$ cat src/isst_pkg.sv
`timescale 1ns / 1ps
package isst_pkg;

	localparam int MAX_SETS    = 256;
	localparam int MAX_SET_LEN = 32;
	localparam int ELEM_W      = 16;
	localparam int IDX_W       = 8;
	localparam int POS_W       = 5;
	localparam int LEN_W       = 6;
	localparam int CNT_W       = 9;
	localparam int ADDR_W      = IDX_W + POS_W;
	localparam int STORE_DEPTH = MAX_SETS * MAX_SET_LEN;

	localparam logic [1:0] OP_MEMBER = 2'd0;
	localparam logic [1:0] OP_ADD    = 2'd1;
	localparam logic [1:0] OP_UNION  = 2'd2;

	localparam logic [1:0] ST_OK         = 2'd0;
	localparam logic [1:0] ST_NOT_STORED = 2'd1;
	localparam logic [1:0] ST_FULL       = 2'd2;

	typedef struct packed {
		logic [1:0]        opcode;
		logic [IDX_W-1:0]  set_index;
		logic [ELEM_W-1:0] element;
		logic [IDX_W-1:0]  other_set;
	} in_item_t;

	typedef struct packed {
		logic [IDX_W-1:0] result_set;
		logic             is_member;
		logic [1:0]       status;
	} out_item_t;

	typedef enum logic [4:0] {
		CMD_NONE, CMD_CAPTURE, CMD_CHECK, CMD_M_LEN, CMD_M_RD, CMD_M_CMP,
		CMD_U_LEN, CMD_U_NEXT, CMD_U_ELEM, CMD_A_START, CMD_B_LEN, CMD_B_RD,
		CMD_B_MRG, CMD_S_LEN, CMD_S_LCHK, CMD_S_RD, CMD_S_CMP, CMD_N_CHK,
		CMD_W_WR, CMD_A_RET, CMD_EMIT
	} cmd_t;

	typedef struct packed {
		logic [1:0] op;
		logic       err;
		logic       e_zero;
		logic       i_end;
		logic       k_end;
		logic       len_match;
		logic       j_end;
		logic       data_eq;
		logic       too_long;
		logic       full;
		logic       uj_end;
	} dp_status_t;

endpackage

$ cat src/isst_ctrl.sv
`timescale 1ns / 1ps
module isst_ctrl import isst_pkg::*; (
	input  logic       clk,
	input  logic       arst_n,
	input  logic       start,
	input  dp_status_t status,
	output cmd_t       cmd,
	output logic       busy
);

	typedef enum logic [19:0] {
		S_IDLE   = 20'h00001, S_CHECK  = 20'h00002, S_M_LEN  = 20'h00004,
		S_M_RD   = 20'h00008, S_M_CMP  = 20'h00010, S_U_LEN  = 20'h00020,
		S_U_NEXT = 20'h00040, S_U_ELEM = 20'h00080, S_A_START = 20'h00100,
		S_B_LEN  = 20'h00200, S_B_RD   = 20'h00400, S_B_MRG  = 20'h00800,
		S_S_LEN  = 20'h01000, S_S_LCHK = 20'h02000, S_S_RD   = 20'h04000,
		S_S_CMP  = 20'h08000, S_N_CHK  = 20'h10000, S_W_WR   = 20'h20000,
		S_A_RET  = 20'h40000, S_EMIT   = 20'h80000
	} state_t;

	state_t state_q, state_d;

	always_ff @(posedge clk or negedge arst_n) begin
		if (!arst_n)
			state_q <= S_IDLE;
		else
			state_q <= state_d;
	end

	always_comb begin
		state_d = state_q;
		cmd     = CMD_NONE;
		unique case (state_q)
			S_IDLE: begin
				if (start) begin
					cmd     = CMD_CAPTURE;
					state_d = S_CHECK;
				end
			end
			S_CHECK: begin
				cmd = CMD_CHECK;
				if (status.err)
					state_d = S_EMIT;
				else if (status.op == OP_MEMBER)
					state_d = status.e_zero ? S_EMIT : S_M_LEN;
				else if (status.op == OP_ADD)
					state_d = S_A_START;
				else if (status.op == OP_UNION)
					state_d = S_U_LEN;
				else
					state_d = S_EMIT;
			end
			S_M_LEN: begin
				cmd     = CMD_M_LEN;
				state_d = S_M_RD;
			end
			S_M_RD: begin
				cmd     = CMD_M_RD;
				state_d = status.i_end ? S_EMIT : S_M_CMP;
			end
			S_M_CMP: begin
				cmd     = CMD_M_CMP;
				state_d = S_M_RD;
			end
			S_U_LEN: begin
				cmd     = CMD_U_LEN;
				state_d = S_U_NEXT;
			end
			S_U_NEXT: begin
				cmd     = CMD_U_NEXT;
				state_d = status.uj_end ? S_EMIT : S_U_ELEM;
			end
			S_U_ELEM: begin
				cmd     = CMD_U_ELEM;
				state_d = S_A_START;
			end
			S_A_START: begin
				cmd     = CMD_A_START;
				state_d = status.e_zero ? S_A_RET : S_B_LEN;
			end
			S_B_LEN: begin
				cmd     = CMD_B_LEN;
				state_d = S_B_RD;
			end
			S_B_RD: begin
				cmd     = CMD_B_RD;
				state_d = status.i_end ? S_S_LEN : S_B_MRG;
			end
			S_B_MRG: begin
				cmd     = CMD_B_MRG;
				state_d = S_B_RD;
			end
			S_S_LEN: begin
				cmd     = CMD_S_LEN;
				state_d = status.k_end ? S_N_CHK : S_S_LCHK;
			end
			S_S_LCHK: begin
				cmd     = CMD_S_LCHK;
				state_d = status.len_match ? S_S_RD : S_S_LEN;
			end
			S_S_RD: begin
				cmd     = CMD_S_RD;
				state_d = status.j_end ? S_A_RET : S_S_CMP;
			end
			S_S_CMP: begin
				cmd     = CMD_S_CMP;
				state_d = status.data_eq ? S_S_RD : S_S_LEN;
			end
			S_N_CHK: begin
				cmd = CMD_N_CHK;
				if (status.too_long)
					state_d = S_A_RET;
				else if (status.full)
					state_d = S_EMIT;
				else
					state_d = S_W_WR;
			end
			S_W_WR: begin
				cmd     = CMD_W_WR;
				state_d = status.j_end ? S_A_RET : S_W_WR;
			end
			S_A_RET: begin
				cmd     = CMD_A_RET;
				state_d = (status.op == OP_UNION) ? S_U_NEXT : S_EMIT;
			end
			S_EMIT: begin
				cmd     = CMD_EMIT;
				state_d = S_IDLE;
			end
			default: state_d = S_IDLE;
		endcase
	end

	assign busy = (state_q != S_IDLE);

endmodule

$ cat config.mk
export PLATFORM = sky130hd
export DESIGN_NAME = isst_ctrl
export DESIGN_NICKNAME = d
export VERILOG_FILES = /design/src/isst_pkg.sv /design/src/isst_ctrl.sv
export SDC_FILE = /design/constraint.sdc
export NUM_CORES = 1
export LEC_CHECK = 0
export BUFFER_PORTS_ARGS = -buffer_cell sky130_fd_sc_hd__buf_2
export CORE_MARGIN = 2
export CORE_UTILIZATION = 40
export CTS_CLUSTER_DIAMETER = 100
export DETAILED_ROUTE_END_ITERATION = 7
export PLACE_DENSITY = 0.63
export SKIP_CTS_REPAIR_TIMING = 1
export SLEW_MARGIN = 5
export SYNTH_ARGS = -nofsm -noshare
export SYNTH_HDL_FRONTEND = slang
export SYNTH_SLANG_ARGS = --single-unit
$ cat constraint.sdc
create_clock -name clk -period 6.8 [get_ports clk]
set_input_delay 1.02 -clock clk [delete_from_list [all_inputs] [get_ports clk]]
set_output_delay 1.02 -clock clk [all_outputs]
set_load 0.02 [all_outputs]
==> impl_metrics.csv, run 1 <==
group,metric,value,unit
finish,layout-area-overhead-vs-synth,9.56,%
synthesis,post_synth_arst_share,1.00,
timing,final_period_minus_worst_setup_slack,3960,ps
route,initialDrtViolationCount,82,
grt,antenna_found_initial,0,
critical_path,cp-start-kind,"register",
synthesis,synth_adder_area_share,0.0249,
die,coreArea,0.00363,mm2
route,vias,1312,
run_status,outcome,"finished, final reports clean",
synthesis,synth_mux_area_frac,0,
route,postRouteAntennaNets,0,
grt,wire_length_of_the_first_global_routing_pass,6400,um
route,route.detailed.wl_per_inst,17.7,um
critical_path,max_fo_critical_path,8,
grt,grt_pass1_vias,1334,
finish,regArea,502,um2
route,remaining_drc_errors,0,
critical_path,crit_start,"state_q[13]$_DFFE_PN0P_",
timing,rsz0062_at_grt,"false",
die,fp-row-count,22,
synthesis,synth_top_family_by_area,"simple AND/OR/NAND/NOR gates",
clock_tree,cts_root_buf,"sky130_fd_sc_hd__clkbuf_8",
route,drtPass1Iterations,4,
synthesis,synth_top_cells_by_count,"21 x sky130_fd_sc_hd__nor2_1, 19 x sky130_fd_sc_hd__dfrtp_1, 8 x sky130_fd_sc_hd__nand3_1, 8 x sky130_fd_sc_hd__xnor2_1",
placed_design,preCtsSetupSlack,3150,ps
clock_tree,tritoncts,"done",
finish,finalNonFillerCells,226,
hold_path,min_path_type,"register to register",
critical_path,cp.required,5780,ps
power,p_comb_frac,0.404,
synthesis,synth_top_cells_by_area,"sky130_fd_sc_hd__dfrtp_1 32%, sky130_fd_sc_hd__nor2_1 5.2%, sky130_fd_sc_hd__xnor2_1 4.7%, sky130_fd_sc_hd__nor3b_1 3.0%, sky130_fd_sc_hd__or4_1 3.0%",
grt,globalRouteOverflowTotal,0,
critical_path,worst_reg2reg_path_startpoint,"state_q[17]$_DFFE_PN0P_",
finish,nets,197,
power,power.density,238,mW/mm2
die,die-width,65.3,um
power,power.net_switching,0.157,mW
job,maxCapViolCount,0,
die,ioPinCount,21,
power,leakage,0.776,nW
power,intPower,0.235,mW
finish,diodes,0,
critical_path,crit_arrival,2940,ps
grt,grtUsageTotal,0.200,
die,die_h,65.3,um
power,report.power.total,0.393,mW
synthesis,syn_avg_cell_area,9.01,um2
finish,num-fill-cells,366,
finish,layout_cells_sized_above_1,0.197,
timing,timing_hold_violations_final,0,
timing,skew,2.08,ps
placed_design,gp_routability_congestion,0.889,
power,power_frac_seq,0.357,
die,initial_util,0.414,
clock_tree,cts-htree-levels,1,
synthesis,ff_latch_count_synth,20,
timing,setup_violations,0,
placed_design,numPlacedInstances,222,
power,vdd.ir_drop.worst,0.000100,V
critical_path,cp-end-kind,"output pin",
synthesis,synthMostInstantiatedCell,"sky130_fd_sc_hd__nor2_1",
synthesis,syn_area,0.00151,mm2
critical_path,worst-setup-path-type,"register to output pin",
finish,largest_regs,"state_q (20)",
timing,fmaxAchievable,252,MHz
synthesis,synth_compound_area_frac,0.114,
synthesis,synth_xor_area_frac,0.0640,
clock_tree,clock_path_buffers,2,
timing,worst_max_slew_margin_expressed_relative_to_the_limit,0.603,
finish,largest_register_ffs,20,
power,sw_frac_of_total,0.400,
timing,final_number_of_max_transition_violations,0,
synthesis,synth_fp_nets,185,
synthesis,synthesis.yosys.warnings,0,
clock_tree,clock_pin_slew_of_the_registers_on_the_worst_case_setup_and_hold_paths,80,ps
die,floorplan.die_area,0.00427,mm2
synthesis,edff_count_synth,0,
timing,fin_setup_tns,0,ps
timing,layout_worst_path_cycle_share,0.583,
grt,largest_net_degree_at_the_start_of_global_routing,21,
synthesis,seq_area_frac_synth,0.333,
synthesis,yosys.area.top_type,"sky130_fd_sc_hd__dfrtp_1",
placed_design,hpwlAfterDp,3130,um
synthesis,yosysTopAreaCellShare,0.316,
synthesis,synth_top_flop_cell,"sky130_fd_sc_hd__dfrtp_1",
route,finalWirelength,4000,um
hold_path,holdCritStartpoint,"state_q[10]$_DFFE_PN0P_",
synthesis,synth_area_in_simple_gates,0.404,
finish,largest-register,"state_q",
synthesis,postSynthCellCount,167,
power,power_frac_clock,0.239,
clock_tree,cts_inserted_buffers,3,
synthesis,synth.distinct_cells,52,
placed_design,io_buffer_count,20,
finish,area_used_by_multi_input_combinational_logic,913,um2
clock_tree,clk_latency,260,ps
route,via_per_inst,5.81,
timing,fin_ws,2840,ps
timing,worstMarginPinSlew,591,ps
clock_tree,tritoncts_num_sinks,20,
worst paths after layout:
| path | endpoint | slack [ps] | cells past startpoint |
|---|---|---|---|
| max in group asynchronous | state_q[0]$_DFFE_PN1P_ | 5740 | 1 |
| hold reg to reg | state_q[10]$_DFFE_PN0P_ | 600 | 1 |
| min in group asynchronous | state_q[12]$_DFFE_PN0P_ | 710 | 1 |
| hold / removal | state_q[10]$_DFFE_PN0P_ | 600 | 1 |
| setup reg to reg | state_q[12]$_DFFE_PN0P_ | 4310 | 5 |
| setup / recovery | cmd[1] | 2840 | 6 |
power by group through the flow:
stage	sequential [mW]	clock (mW)	combinational, mW
2_1_floorplan	0.136	0	0.127
3_3_place_gp	0.141	0	0.157
3_5_place_dp	0.141	0	0.157
4_1_cts	0.139	0.0933	0.158
5_1_grt	0.141	0.0984	0.172
6_report	0.140	0.0937	0.159
layer usage:
layer  GRT usage  share of wire
met2       0.355           0.51
met4      0.0391         0.0035
met5           0              0
met3      0.0274          0.027
met1       0.262           0.46
critical path: stages (launching register included):
cell and delay (ps):
sky130_fd_sc_hd__dfrtp_1 450, sky130_fd_sc_hd__or4_1 750, sky130_fd_sc_hd__or4_4 650, sky130_fd_sc_hd__nor4_1 470
sky130_fd_sc_hd__nor3b_1 110, sky130_fd_sc_hd__nand3_1 90, sky130_fd_sc_hd__buf_2 170
logic make-up (layout without fill, tap and decap cells):
logic type,count (synthesis),in the layout
AND/OR/NAND/NOR,95,95
AO/OA/AOI/OAI,20,20
flip-flops,20,20
buffers and inverters,18,29
XOR/XNOR,11,11
adder cells (fa/ha/maj),3,3
through the flow:
stage / cell area, um2 / util / hold slack [ps]
global route: 1650 / 0.454 / 650
global placement: 1590 / 0.439 / 596
floorplan: 1510 / - / 575
detailed placement: 1590 / 0.439 / 578
CTS: 1650 / 0.454 / 590
finish: 1650 / 0.454 / 599
cell usage in the layout (no fill, tap or decap), drive strengths merged, types with 4 or more instances in the layout:
cell type	n
nor4b	5
nor2	21
nor3b	6
clkbuf	4
nor3	8
buf	20
nor4	8
inv	5
or4	8
xnor2	8
nand3	8
dfrtp	19
nand2	7
layout make-up:
cell class                      instances  share of cell area
Clock buffer                            4              0.0334
Inverter                                5              0.0114
Multi-Input combinational cell        129               0.554
Sequential cell                        20               0.304
Tap cell                               48              0.0364
Timing Repair Buffer                   20              0.0607
No activity file was read; power rests on OpenSTA's default activity.
==> inputs of run 2 (changes only) <==
- PLACE_DENSITY: 0.63 -> 0.65
- clock period: 6.8 -> 3.6 ns (I/O delays scaled with it)
==> run 2 against run 1 <==
Compared with the run above:
- design area stayed put
- total power up 89%
- largest power group unchanged
- count of clock-buffer cells in the layout stayed put
- clock skew rose by 0.99 ps
- register-to-register slack got worse by 3200 ps
- non-clock buffer count unchanged
- worst hold slack worse by 390 ps
==> impl_metrics.csv, run 2 (synthesis gave the netlist of run 1 again) <==
group,metric,value,unit
power,power.density,451,mW/mm2
clock_tree,cts-htree-levels,1,
route,vias,1337,
timing,fin_setup_tns,0,ps
critical_path,worst-setup-path-type,"register to output pin",
route,via_per_inst,5.92,
grt,wire_length_of_the_first_global_routing_pass,6440,um
critical_path,cp-end-kind,"output pin",
timing,rsz0062_at_grt,"false",
route,postRouteAntennaNets,0,
job,maxCapViolCount,0,
finish,nets,197,
finish,diodes,0,
clock_tree,tritoncts,"done",
timing,layout_worst_path_cycle_share,0.938,
timing,final_period_minus_worst_setup_slack,3380,ps
route,route.detailed.wl_per_inst,17.7,um
clock_tree,tritoncts_num_sinks,20,
placed_design,gp_routability_congestion,0.875,
grt,grt_pass1_vias,1333,
placed_design,detailed_place.area,0.00159,mm2
placed_design,hpwlAfterDp,3150,um
timing,fin_worst_hold_slack,208,ps
finish,largest-register,"state_q",
timing,worst_max_slew_margin_expressed_relative_to_the_limit,0.598,
route,drtPass1Iterations,4,
power,leakage,0.776,nW
timing,skew,3.07,ps
power,vdd.ir_drop.worst,0.000181,V
timing,setup_violations,0,
die,coreArea,0.00363,mm2
finish,postLayoutCellArea,0.00165,mm2
hold_path,min_path_type,"input port to asynchronous set/reset pin",
timing,timing_hold_violations_final,0,
clock_tree,clock_pin_slew_of_the_registers_on_the_worst_case_setup_and_hold_paths,80,ps
run_status,outcome,"finished, final reports clean",
critical_path,max_fo_critical_path,8,
finish,post_layout_utilization_of_the_core,0.454,
timing,worstMarginPinSlew,597,ps
die,ioPinCount,21,
critical_path,crit_arrival,2840,ps
die,floorplan.die_area,0.00427,mm2
finish,layout_cells_sized_above_1,0.197,
die,die_h,65.3,um
critical_path,cp-start-kind,"register",
finish,layout.cells.most_common,"sky130_fd_sc_hd__nor2_1",
die,die-width,65.3,um
critical_path,r2r_cells,5,
finish,largest_regs,"state_q (20)",
route,remaining_drc_errors,0,
route,initialDrtViolationCount,69,
finish,largest_register_ffs,20,
grt,globalRouteOverflowTotal,0,
clock_tree,clock_path_buffers,2,
finish,layout-area-overhead-vs-synth,9.56,%
timing,fmaxAchievable,296,MHz
timing,final_number_of_max_transition_violations,0,
critical_path,cp.required,3060,ps
clock_tree,clk_latency,270,ps
power,report.power.total,0.744,mW
finish,mostFrequentLayoutCells,"21 x sky130_fd_sc_hd__nor2_1, 20 x sky130_fd_sc_hd__buf_2, 19 x sky130_fd_sc_hd__dfrtp_1",
route,finalWirelength,4010,um
grt,antenna_found_initial,0,
grt,largest_net_degree_at_the_start_of_global_routing,21,
clock_tree,cts_inserted_buffers,3,
clock_tree,cts_root_buf,"sky130_fd_sc_hd__clkbuf_8",
die,fp-row-count,22,
placed_design,io_buffer_count,20,
die,initial_util,0.414,
grt,grtUsageTotal,0.202,
-- run 2: cell counts in the layout (fill, tap and decap cells not counted) --
Identical to the previous run, type by type.
-- run 2: final timing paths --
kind / end / slack (ps) / startpoint
min reg2reg: state_q[10]$_DFFE_PN0P_ / 590 / state_q[10]$_DFFE_PN0P_
max in group asynchronous: state_q[0]$_DFFE_PN1P_ / 3050 / arst_n
max: cmd[1] / 220 / state_q[13]$_DFFE_PN0P_
min in group clk: state_q[13]$_DFFE_PN0P_ / 420 / status[6]
min: state_q[12]$_DFFE_PN0P_ / 210 / arst_n
max reg2reg: state_q[6]$_DFFE_PN0P_ / 1140 / state_q[13]$_DFFE_PN0P_
-- run 2: final cells by class --
cell class	instances	area (um2)
fill	369	1980
multi-input combinational	129	913
sequential	20	502
timing repair buffer	20	100
tap	48	60.1
clock buffer	4	55.1
inverter	5	18.8
-- run 2: metal layers --
metal | routed length [um] | GRT usage | up-vias
li1 | - | - | 646
met1 | 1790 | 0.252 | 640
met2 | 2000 | 0.361 | 46
met3 | 171 | 0.0274 | 5
met4 | 53 | 0.0573 | 0
met5 | 0 | 0 | -
-- run 2: per-stage QoR --
stage / worst slack, ps / instances
5_1_grt: 60.1 / 226
4_1_cts: 230 / 226
3_5_place_dp: 529 / 222
3_3_place_gp: 476 / 222
6_report: 224 / 226
2_1_floorplan: 687 / 167
-- run 2: report_power, final --
part           total, mW  internal [mW]  switching (mW)
sequential         0.264          0.243          0.0217
combinational      0.298          0.105           0.193
clock              0.182         0.0978          0.0844
total              0.744          0.445           0.299
-- run 2: worst max-delay path: stages, from the launching register on --
cell and delay (ps):
sky130_fd_sc_hd__dfrtp_1 450, sky130_fd_sc_hd__or4_1 740, sky130_fd_sc_hd__or4_4 650, sky130_fd_sc_hd__nor4_1 380, sky130_fd_sc_hd__nor3b_1 90, sky130_fd_sc_hd__nand3_1 90, sky130_fd_sc_hd__buf_2 170
